===== config.mk =====
export PLATFORM = sky130hd
export DESIGN_NAME = cone_mesh_index_generator
export DESIGN_NICKNAME = d
export VERILOG_FILES = /design/src/design/cmig_pkg.sv /design/src/design/cmig_csr.sv /design/src/design/cmig_walk.sv /design/src/design/cone_mesh_index_generator.sv
export SDC_FILE = /design/constraint.sdc
export NUM_CORES = 1
export LEC_CHECK = 0
export BUFFER_PORTS_ARGS = -buffer_cell sky130_fd_sc_hd__buf_2
export CORE_ASPECT_RATIO = 0.8
export CORE_MARGIN = 4
export CORE_UTILIZATION = 61
export DETAILED_ROUTE_END_ITERATION = 6
export GPL_TIMING_DRIVEN = 0
export PLACE_DENSITY = 0.9
export SYNTH_ARGS = -nofsm -noshare
export SYNTH_HDL_FRONTEND = slang
export SYNTH_SLANG_ARGS = --single-unit

===== constraint.sdc =====
create_clock -name clock -period 12.8 [get_ports clock]
set_clock_uncertainty 0.2 [all_clocks]
set_input_delay 1.92 -clock clock [delete_from_list [all_inputs] [get_ports clock]]
set_output_delay 1.92 -clock clock [all_outputs]
set_load 0.1 [all_outputs]

===== src/design/cmig_pkg.sv =====
`default_nettype none
package cmig_pkg;

   // Fixed field widths
   localparam int CFG_W       = 11;
   localparam int CMP_W       = CFG_W + 1;
   localparam int IDX_W       = 21;
   localparam int REG_W       = 2;
   localparam int CSR_ADDR_W  = 2;
   localparam int REQ_TDATA_W = 8;
   localparam int RSP_TDATA_W = 64;

   // Configuration register indexes
   localparam logic [CSR_ADDR_W-1:0] CSR_SECTOR_COUNT = 2'd0;
   localparam logic [CSR_ADDR_W-1:0] CSR_STACK_COUNT  = 2'd1;

   // Region codes
   localparam logic [REG_W-1:0] REGION_BASE = 2'd0;
   localparam logic [REG_W-1:0] REGION_SIDE = 2'd1;
   localparam logic [REG_W-1:0] REGION_TIP  = 2'd2;

   // Walk phase, one-hot
   typedef enum logic [2:0] {
      PH_BASE = 3'b001,
      PH_SIDE = 3'b010,
      PH_TIP  = 3'b100
   } phase_type;

   // One triangle of the index list
   typedef struct packed {
      logic [IDX_W-1:0] first_index;
      logic [IDX_W-1:0] second_index;
      logic [IDX_W-1:0] third_index;
      logic [REG_W-1:0] region;
      logic             last_triangle;
   } triangle_type;

endpackage
`default_nettype wire


===== src/design/cmig_csr.sv =====
`default_nettype none
module cmig_csr #(
   parameter int MAX_SECTORS = 1024,
   parameter int MAX_STACKS  = 1024,
   localparam int SEC_LIM = (MAX_SECTORS < 2047) ? MAX_SECTORS : 2047,
   localparam int STK_LIM = (MAX_STACKS < 2047) ? MAX_STACKS : 2047,
   localparam int SEC_EW  = $clog2(SEC_LIM + 1),
   localparam int STK_EW  = $clog2(STK_LIM + 1)
) (
   input  wire logic                             clock,
   input  wire logic                             reset,
   input  wire logic                             csr_we,
   input  wire logic [cmig_pkg::CSR_ADDR_W-1:0]  csr_addr,
   input  wire logic [cmig_pkg::CFG_W-1:0]       csr_wdata,
   output logic      [SEC_EW-1:0]                sec_count,
   output logic      [STK_EW-1:0]                stk_count,
   output logic                                  wr_hit
);
   import cmig_pkg::*;

   localparam int SEC_RST = (SEC_LIM < 8) ? SEC_LIM : 8;
   localparam int STK_RST = (STK_LIM < 4) ? STK_LIM : 4;

   logic [SEC_EW-1:0] sec_ff, sec_in, sec_clamp;
   logic [STK_EW-1:0] stk_ff, stk_in, stk_clamp;

   // Saturate the written value into the usable range once, at write time
   always_comb begin
      if (csr_wdata < CFG_W'(3)) begin
         sec_clamp = SEC_EW'(3);
      end else if (csr_wdata > CFG_W'(SEC_LIM)) begin
         sec_clamp = SEC_EW'(SEC_LIM);
      end else begin
         sec_clamp = SEC_EW'(csr_wdata);
      end
      if (csr_wdata < CFG_W'(1)) begin
         stk_clamp = STK_EW'(1);
      end else if (csr_wdata > CFG_W'(STK_LIM)) begin
         stk_clamp = STK_EW'(STK_LIM);
      end else begin
         stk_clamp = STK_EW'(csr_wdata);
      end
   end

   // Register decode; any hit restarts the walk
   always_comb begin
      sec_in = sec_ff;
      stk_in = stk_ff;
      wr_hit = 1'b0;
      if (csr_we) begin
         unique case (csr_addr)
            CSR_SECTOR_COUNT: begin
               sec_in = sec_clamp;
               wr_hit = 1'b1;
            end
            CSR_STACK_COUNT: begin
               stk_in = stk_clamp;
               wr_hit = 1'b1;
            end
            default: begin
               wr_hit = 1'b0;
            end
         endcase
      end
   end

   always_ff @(posedge clock) begin
      if (reset) begin
         sec_ff <= SEC_EW'(SEC_RST);
         stk_ff <= STK_EW'(STK_RST);
      end else begin
         sec_ff <= sec_in;
         stk_ff <= stk_in;
      end
   end

   assign sec_count = sec_ff;
   assign stk_count = stk_ff;

endmodule
`default_nettype wire


===== src/design/cmig_walk.sv =====
`default_nettype none
module cmig_walk #(
   parameter int MAX_SECTORS = 1024,
   parameter int MAX_STACKS  = 1024,
   localparam int SEC_LIM = (MAX_SECTORS < 2047) ? MAX_SECTORS : 2047,
   localparam int STK_LIM = (MAX_STACKS < 2047) ? MAX_STACKS : 2047,
   localparam int SEC_EW  = $clog2(SEC_LIM + 1),
   localparam int STK_EW  = $clog2(STK_LIM + 1)
) (
   input  wire logic                   clock,
   input  wire logic                   reset,
   input  wire logic                   advance,
   input  wire logic                   restart,
   input  wire logic                   clear,
   input  wire logic [SEC_EW-1:0]      sec_count,
   input  wire logic [STK_EW-1:0]      stk_count,
   output cmig_pkg::triangle_type      triangle
);
   import cmig_pkg::*;

   localparam int SEC_W  = $clog2(SEC_LIM);
   localparam int RING_W = (STK_LIM > 2) ? $clog2(STK_LIM - 1) : 1;

   phase_type         phase_ff, phase_in, cur_phase;
   logic [SEC_W-1:0]  sec_cnt_ff, sec_cnt_in, cur_s, nx;
   logic [RING_W-1:0] ring_ff, ring_in, cur_ring;
   logic              half_ff, half_in, cur_half;
   logic [IDX_W-1:0]  base_ff, base_in, cur_base;
   logic              start, end_sector;
   logic [CMP_W-1:0]  s_plus;
   logic [IDX_W-1:0]  up_base, tip_index;
   logic [SEC_EW+STK_EW-1:0] tip_prod;

   // Tip vertex index: stacks * sectors + 1
   assign tip_prod  = sec_count * stk_count;
   assign tip_index = IDX_W'(tip_prod) + IDX_W'(1);

   // Current position, forced to the first base triangle on restart or a bad phase
   always_comb begin
      start = restart ||
              !(phase_ff == PH_BASE || phase_ff == PH_SIDE || phase_ff == PH_TIP);
      if (start) begin
         cur_phase = PH_BASE;
         cur_s     = '0;
         cur_ring  = '0;
         cur_half  = 1'b0;
         cur_base  = IDX_W'(1);
      end else begin
         cur_phase = phase_ff;
         cur_s     = sec_cnt_ff;
         cur_ring  = ring_ff;
         cur_half  = half_ff;
         cur_base  = base_ff;
      end
      s_plus     = CMP_W'(cur_s) + CMP_W'(1);
      end_sector = s_plus >= CMP_W'(sec_count);
      nx         = end_sector ? '0 : SEC_W'(s_plus);
      up_base    = cur_base + IDX_W'(sec_count);
   end

   // Triangle for the current position and the next position
   always_comb begin
      triangle   = '0;
      phase_in   = cur_phase;
      sec_cnt_in = cur_s;
      ring_in    = cur_ring;
      half_in    = cur_half;
      base_in    = cur_base;
      unique case (cur_phase)
         PH_SIDE: begin
            triangle.region = REGION_SIDE;
            if (!cur_half) begin
               triangle.first_index  = cur_base + IDX_W'(cur_s);
               triangle.second_index = up_base + IDX_W'(cur_s);
               triangle.third_index  = cur_base + IDX_W'(nx);
               half_in = 1'b1;
            end else begin
               triangle.first_index  = up_base + IDX_W'(cur_s);
               triangle.second_index = up_base + IDX_W'(nx);
               triangle.third_index  = cur_base + IDX_W'(nx);
               half_in = 1'b0;
               if (end_sector) begin
                  sec_cnt_in = '0;
                  base_in    = up_base;
                  if (CMP_W'(cur_ring) + CMP_W'(2) >= CMP_W'(stk_count)) begin
                     phase_in = PH_TIP;
                  end else begin
                     ring_in = cur_ring + RING_W'(1);
                  end
               end else begin
                  sec_cnt_in = SEC_W'(s_plus);
               end
            end
         end
         PH_TIP: begin
            triangle.region       = REGION_TIP;
            triangle.first_index  = tip_index;
            triangle.second_index = cur_base + IDX_W'(nx);
            triangle.third_index  = cur_base + IDX_W'(cur_s);
            if (end_sector) begin
               triangle.last_triangle = 1'b1;
               phase_in   = PH_BASE;
               sec_cnt_in = '0;
               ring_in    = '0;
               half_in    = 1'b0;
               base_in    = IDX_W'(1);
            end else begin
               sec_cnt_in = SEC_W'(s_plus);
            end
         end
         default: begin
            // base fan around vertex 0
            triangle.region       = REGION_BASE;
            triangle.first_index  = '0;
            triangle.second_index = IDX_W'(s_plus);
            triangle.third_index  = IDX_W'(nx) + IDX_W'(1);
            if (end_sector) begin
               sec_cnt_in = '0;
               ring_in    = '0;
               base_in    = IDX_W'(1);
               phase_in   = (stk_count == STK_EW'(1)) ? PH_TIP : PH_SIDE;
            end else begin
               sec_cnt_in = SEC_W'(s_plus);
            end
         end
      endcase
   end

   always_ff @(posedge clock) begin
      if (reset || clear) begin
         phase_ff   <= PH_BASE;
         sec_cnt_ff <= '0;
         ring_ff    <= '0;
         half_ff    <= 1'b0;
         base_ff    <= IDX_W'(1);
      end else if (advance) begin
         phase_ff   <= phase_in;
         sec_cnt_ff <= sec_cnt_in;
         ring_ff    <= ring_in;
         half_ff    <= half_in;
         base_ff    <= base_in;
      end
   end

endmodule
`default_nettype wire


===== src/design/cone_mesh_index_generator.sv =====
// Cone mesh triangle index generator.
// An accepted request's triangle appears on the rsp channel in the next cycle.
// Throughput: one triangle per cycle while rsp_tready stays high; the longest path is the tip index
//   multiply (sectors * stacks) feeding the output register.
// Reset (synchronous): no result pending, walk at the first base triangle,
//   sector count 8, stack count 4.
`default_nettype none
module cone_mesh_index_generator #(
   parameter int MAX_SECTORS = 1024,
   parameter int MAX_STACKS  = 1024
) (
   input  wire logic                              clock,
   input  wire logic                              reset,
   input  wire logic                              req_tvalid,
   output logic                                   req_tready,
   input  wire logic [cmig_pkg::REQ_TDATA_W-1:0]  req_tdata,   // [0] restart
   output logic                                   rsp_tvalid,
   input  wire logic                              rsp_tready,
   // [20:0] first_index, [41:21] second_index, [62:42] third_index
   output logic      [cmig_pkg::RSP_TDATA_W-1:0]  rsp_tdata,
   output logic      [cmig_pkg::REG_W-1:0]        rsp_tuser,   // [1:0] region
   output logic                                   rsp_tlast,
   input  wire logic                              csr_we,
   input  wire logic [cmig_pkg::CSR_ADDR_W-1:0]   csr_addr,
   input  wire logic [cmig_pkg::CFG_W-1:0]        csr_wdata
);
   import cmig_pkg::*;

   localparam int SEC_LIM = (MAX_SECTORS < 2047) ? MAX_SECTORS : 2047;
   localparam int STK_LIM = (MAX_STACKS < 2047) ? MAX_STACKS : 2047;
   localparam int SEC_EW  = $clog2(SEC_LIM + 1);
   localparam int STK_EW  = $clog2(STK_LIM + 1);

   logic [SEC_EW-1:0] sec_count;
   logic [STK_EW-1:0] stk_count;
   logic              wr_hit;
   logic              accept;
   logic              rsp_valid_ff, rsp_valid_in;
   triangle_type      triangle;
   triangle_type      tri_ff;

   cmig_csr #(
      .MAX_SECTORS (MAX_SECTORS),
      .MAX_STACKS  (MAX_STACKS)
   ) u_csr (
      .clock     (clock),
      .reset     (reset),
      .csr_we    (csr_we),
      .csr_addr  (csr_addr),
      .csr_wdata (csr_wdata),
      .sec_count (sec_count),
      .stk_count (stk_count),
      .wr_hit    (wr_hit)
   );

   cmig_walk #(
      .MAX_SECTORS (MAX_SECTORS),
      .MAX_STACKS  (MAX_STACKS)
   ) u_walk (
      .clock     (clock),
      .reset     (reset),
      .advance   (accept),
      .restart   (req_tdata[0]),
      .clear     (wr_hit),
      .sec_count (sec_count),
      .stk_count (stk_count),
      .triangle  (triangle)
   );

   // Output register: take a new request whenever the slot is free or draining
   assign req_tready = !rsp_valid_ff || rsp_tready;
   assign accept     = req_tvalid && req_tready;

   always_comb begin
      if (accept) begin
         rsp_valid_in = 1'b1;
      end else if (rsp_tready) begin
         rsp_valid_in = 1'b0;
      end else begin
         rsp_valid_in = rsp_valid_ff;
      end
   end

   always_ff @(posedge clock) begin
      if (reset) begin
         rsp_valid_ff <= 1'b0;
      end else begin
         rsp_valid_ff <= rsp_valid_in;
      end
   end

   always_ff @(posedge clock) begin
      if (accept) begin
         tri_ff <= triangle;
      end
   end

   assign rsp_tvalid = rsp_valid_ff;
   assign rsp_tdata  = {1'b0, tri_ff.third_index, tri_ff.second_index, tri_ff.first_index};
   assign rsp_tuser  = tri_ff.region;
   assign rsp_tlast  = tri_ff.last_triangle;

   // Only a tip fan triangle closes the mesh
   assert property (@(posedge clock) disable iff (reset)
      rsp_tvalid && rsp_tlast |-> rsp_tuser == REGION_TIP)
      else $error("last triangle outside tip fan");

   // Base fan triangles always start at the center vertex
   assert property (@(posedge clock) disable iff (reset)
      rsp_tvalid && rsp_tuser == REGION_BASE |-> rsp_tdata[IDX_W-1:0] == '0)
      else $error("base triangle without center vertex");

   // A restart request yields the first base triangle
   assert property (@(posedge clock) disable iff (reset)
      accept && req_tdata[0] && !csr_we |=>
         rsp_tvalid && rsp_tuser == REGION_BASE && !rsp_tlast &&
         rsp_tdata[2*IDX_W-1:IDX_W] == IDX_W'(1))
      else $error("restart did not return to first base triangle");

endmodule
`default_nettype wire


==> run summary <==
Top FF cell, synth: dfxtp_1
Reg power frac: 38.1%
FF-to-FF Start: u_walk.phase_ff[0]$_SDFFE_PP1P_
Crit Path Category: in -> reg
Io pins: 95
Largest net degree at the start of global routing: 75
Crit path DAT: 12550 ps
Drt pass-1 iters: 7
Internal power consumption: 0.821 mW
Critical path depth: 37
Cell count after synthesis: 1813
CP Data Required Time: 12790 ps
CP max FO: 19
Post-CTS setup repair buffer count: 0
Post-synth EDFFs: 66
Cts hold-fix bufs: 0
Min Tclk post-route: 12560 ps
Tot GR Track Use: 41.5%
Fill count: 1946
Routed Wire Length: 57300 um
Synth Register Bits: 134
Non-filler cells, final: 2242
Placed Cells: 2210
CTS Buf Count: 17
Post-Syn Area per Cell: 8.23 sq um
Status: complete, but fails checks
DP HPWL: 44500 um
DRT antenna net count: 0
Final hold violation count: 0
Unique masters post-synth: 91
Buf/Inv on CP: 12
Wire per inst: 25.5 um
Post-Syn Area: 14900 sq um
Worst Setup End Kind: flop
PortBufs: 84
Final GP Congestion: 1.06
Final Cycle Share: 98.1%
Rows: 50
Layout area overhead: 9.70%
Grt ovf: 0
CTS tree: yes
Final Slew Violations: 1
Avg Vias per Cell: 6.92
Starting Density: 62.9%
Max frequency: 79.6 MHz
CP top delay family: buffers and inverters
Crit path capture: rsp_tdata[37]$_DFFE_PP_
Gate power share: 20.1%
Post-synth ARST share: 0%
Total Die Area: 27000 sq um
Ratio of cells with drive above 1 in the final layout: 8.97%
Reg2reg end: rsp_tdata[37]$_DFFE_PP_
Rel. slew slack: -0.975%
Max-cap violations: 1
Core Region: 23700 sq um
Crit-path slowest cell: nor3b_1
First-pass GRT wire length: 85300 um
PwrDens: 76.2 nW/um^2
Clock sink count: 134
Post-route DRC: 34
Setup Total Neg Slack: 0 ps
Worst skew pair latency: 460 ps
Root Driver: clkbuf_16
Fin nets: 2154
Crit-path max cell delay: 800 ps
Peak supply drop: 0.0000901 V
Yosys Warn Count: 0
Die Ht: 148 um
Final setup vio count: 0
Syn Nets: 2051
Worst path most repeated cell: ha_1
Leak pwr: 7.15 nW
Htree depth: 4
Clk slew on worst S/H paths: 60 ps
Overall Power: 1.25 mW
Initial DRC count: 2793
R2R cell count: 38
Clock share of power: 41.9%
Failing checks: design-rule violations, max-capacitance violations, max-slew violations
Vias: 15508
Sw Share: 34.1%
Vias in the first global route: 14399
Initial antenna violation count: 0
Crit. Startpoint: req_tdata[0]
Buffer depth of the longest clock path: 2
Worst Hold Class: reg -> reg
Sequential area share after synthesis: 22.4%
Flop2flop setup slack: 1170 ps
Chip width: 183 um
Actual slew at the worst max-slew pin: 1490 ps
Sw power: 0.426 mW
Critical path launch point type: input port
## power groups by stage
stage / Sequential [mW] / Combinational [mW] / Clock (mW)
final: 0.474 / 0.250 / 0.522
after global routing: 0.475 / 0.258 / 0.533
after CTS: 0.474 / 0.241 / 0.514
after detailed placement: 0.483 / 0.239 / 0
after global placement: 0.483 / 0.235 / 0
after floorplan: 0.557 / 0.0983 / 0
## stage by stage
step / hold WS, ps / area [sq um] / utilization, % / setup WS, ps
finish: 271 / 16400 / 69.0 / 237
global route: 309 / 16400 / 69.0 / -0.571
floorplan: 232 / 14900 / - / 3170
global placement: 244 / 15700 / 66.3 / -759
CTS: 263 / 16400 / 69.0 / 91.7
detailed placement: 254 / 15800 / 66.5 / -748
## final cells by class
type                       count  area, sq um  area share (%)
clock inverter                12          154           0.941
sequential                   134         3340            20.4
multi-input combinational   1430        10600            64.7
tap                          312          390            2.39
timing repair buffer          85          448            2.74
clock buffer                  20          437            2.67
buffer                        93          414            2.53
antenna                        1         2.50          0.0153
inverter                     155          582            3.56
## per-layer routing
layer  vias to the layer above  global-route usage, %  share of wire (%)
met5                         -                      0               0.20
met4                         4                   16.8                5.1
met3                       280                   17.5                 18
met2                      1381                   55.6                 38
met1                      7230                   58.8                 39
li1                       6613                      -                  -
## kinds of logic after synthesis
family                   after synthesis  share of synthesized area [%]
AO/OA/AOI/OAI                        465                           21.2
flip-flops                           134                           22.4
XOR/XNOR                             129                           7.63
AND/OR/NAND/NOR                      609                           19.2
multiplexers                          10                          0.688
adder cells (fa/ha/maj)              216                           22.2
buffers and inverters                249                           6.65
other                                  1                         0.0251
## timing repair
item	4_1_cts	5_1_grt
endpoints found under the hold margin	0	0
pin swaps	0	0
gates resized for setup	1	4
setup endpoints to repair	7	28
## worst min path at each step
stage | depth (start not counted) | startpoint | endpoint | slack [ps]
after floorplan | 2 | u_walk.base_ff[0]$_SDFFE_PP1P_ | u_walk.base_ff[0]$_SDFFE_PP1P_ | 230
after global placement | 2 | u_walk.sec_cnt_ff[9]$_SDFFE_PP0P_ | u_walk.sec_cnt_ff[9]$_SDFFE_PP0P_ | 240
after detailed placement | 2 | u_walk.sec_cnt_ff[9]$_SDFFE_PP0P_ | u_walk.sec_cnt_ff[9]$_SDFFE_PP0P_ | 250
after CTS | 2 | u_walk.sec_cnt_ff[9]$_SDFFE_PP0P_ | u_walk.sec_cnt_ff[9]$_SDFFE_PP0P_ | 260
after global routing | 2 | u_walk.base_ff[0]$_SDFFE_PP1P_ | u_walk.base_ff[0]$_SDFFE_PP1P_ | 310
final | 2 | u_walk.sec_cnt_ff[9]$_SDFFE_PP0P_ | u_walk.sec_cnt_ff[9]$_SDFFE_PP0P_ | 270
## cell usage in the layout (no fill, tap or decap), types with 75 or more instances in the layout
cell,n
clkbuf_1,75
xnor2_1,90
nor2_1,188
nand2_1,190
ha_1,130
inv_1,150
fa_1,82
o21ai_0,83
buf_2,90
a21oi_1,93
## worst register-to-register path: cells and delay by family, from the launching register on
kind            cells  cell delay, ps
xor+xnor            1             570
simple gates       12            3160
fa+ha+maj           4            1280
buf+inv            12            3520
compound gates      9            2350
flops               1             310
## state kept, by name, summed over array words and instances (netlist names)
name,count
rsp_tdata,63
rsp_tvalid,1
u_csr.stk_count,11
rsp_tlast,1
u_walk.sec_cnt_ff,10
u_csr.sec_count,11
rsp_tuser,2
u_walk.base_ff,21
u_walk.phase_ff,3
u_walk.ring_ff,10
u_walk.half_ff,1
## cell usage after synthesis (all sizes together), types with 11 or more instances
cell    count  share of area (%)
nand2     191                4.9
nor2      189                4.8
inv       152                3.8
ha        130                 11
a21oi      94                3.2
xnor2      90                5.3
o21ai      88                3.0
fa         82                 11
clkbuf     75                1.9
dfxtp      68                9.1
edfxtp     66                 13
a22oi      49                2.5
nor3       48                1.7
nand3      43                1.5
xor2       39                2.3
and2       38                1.6
a21o       32                1.6
and3       26                1.1
a31oi      24                1.0
a211oi     22                1.1
o22ai      20               0.88
buf        19               0.86
o21a       17               0.86
nand2b     16               0.67
o221ai     16               0.94
nand4      11               0.46
nor4       11               0.75
o31ai      11               0.62
Note: power is estimated with default switching activity, not from simulation.
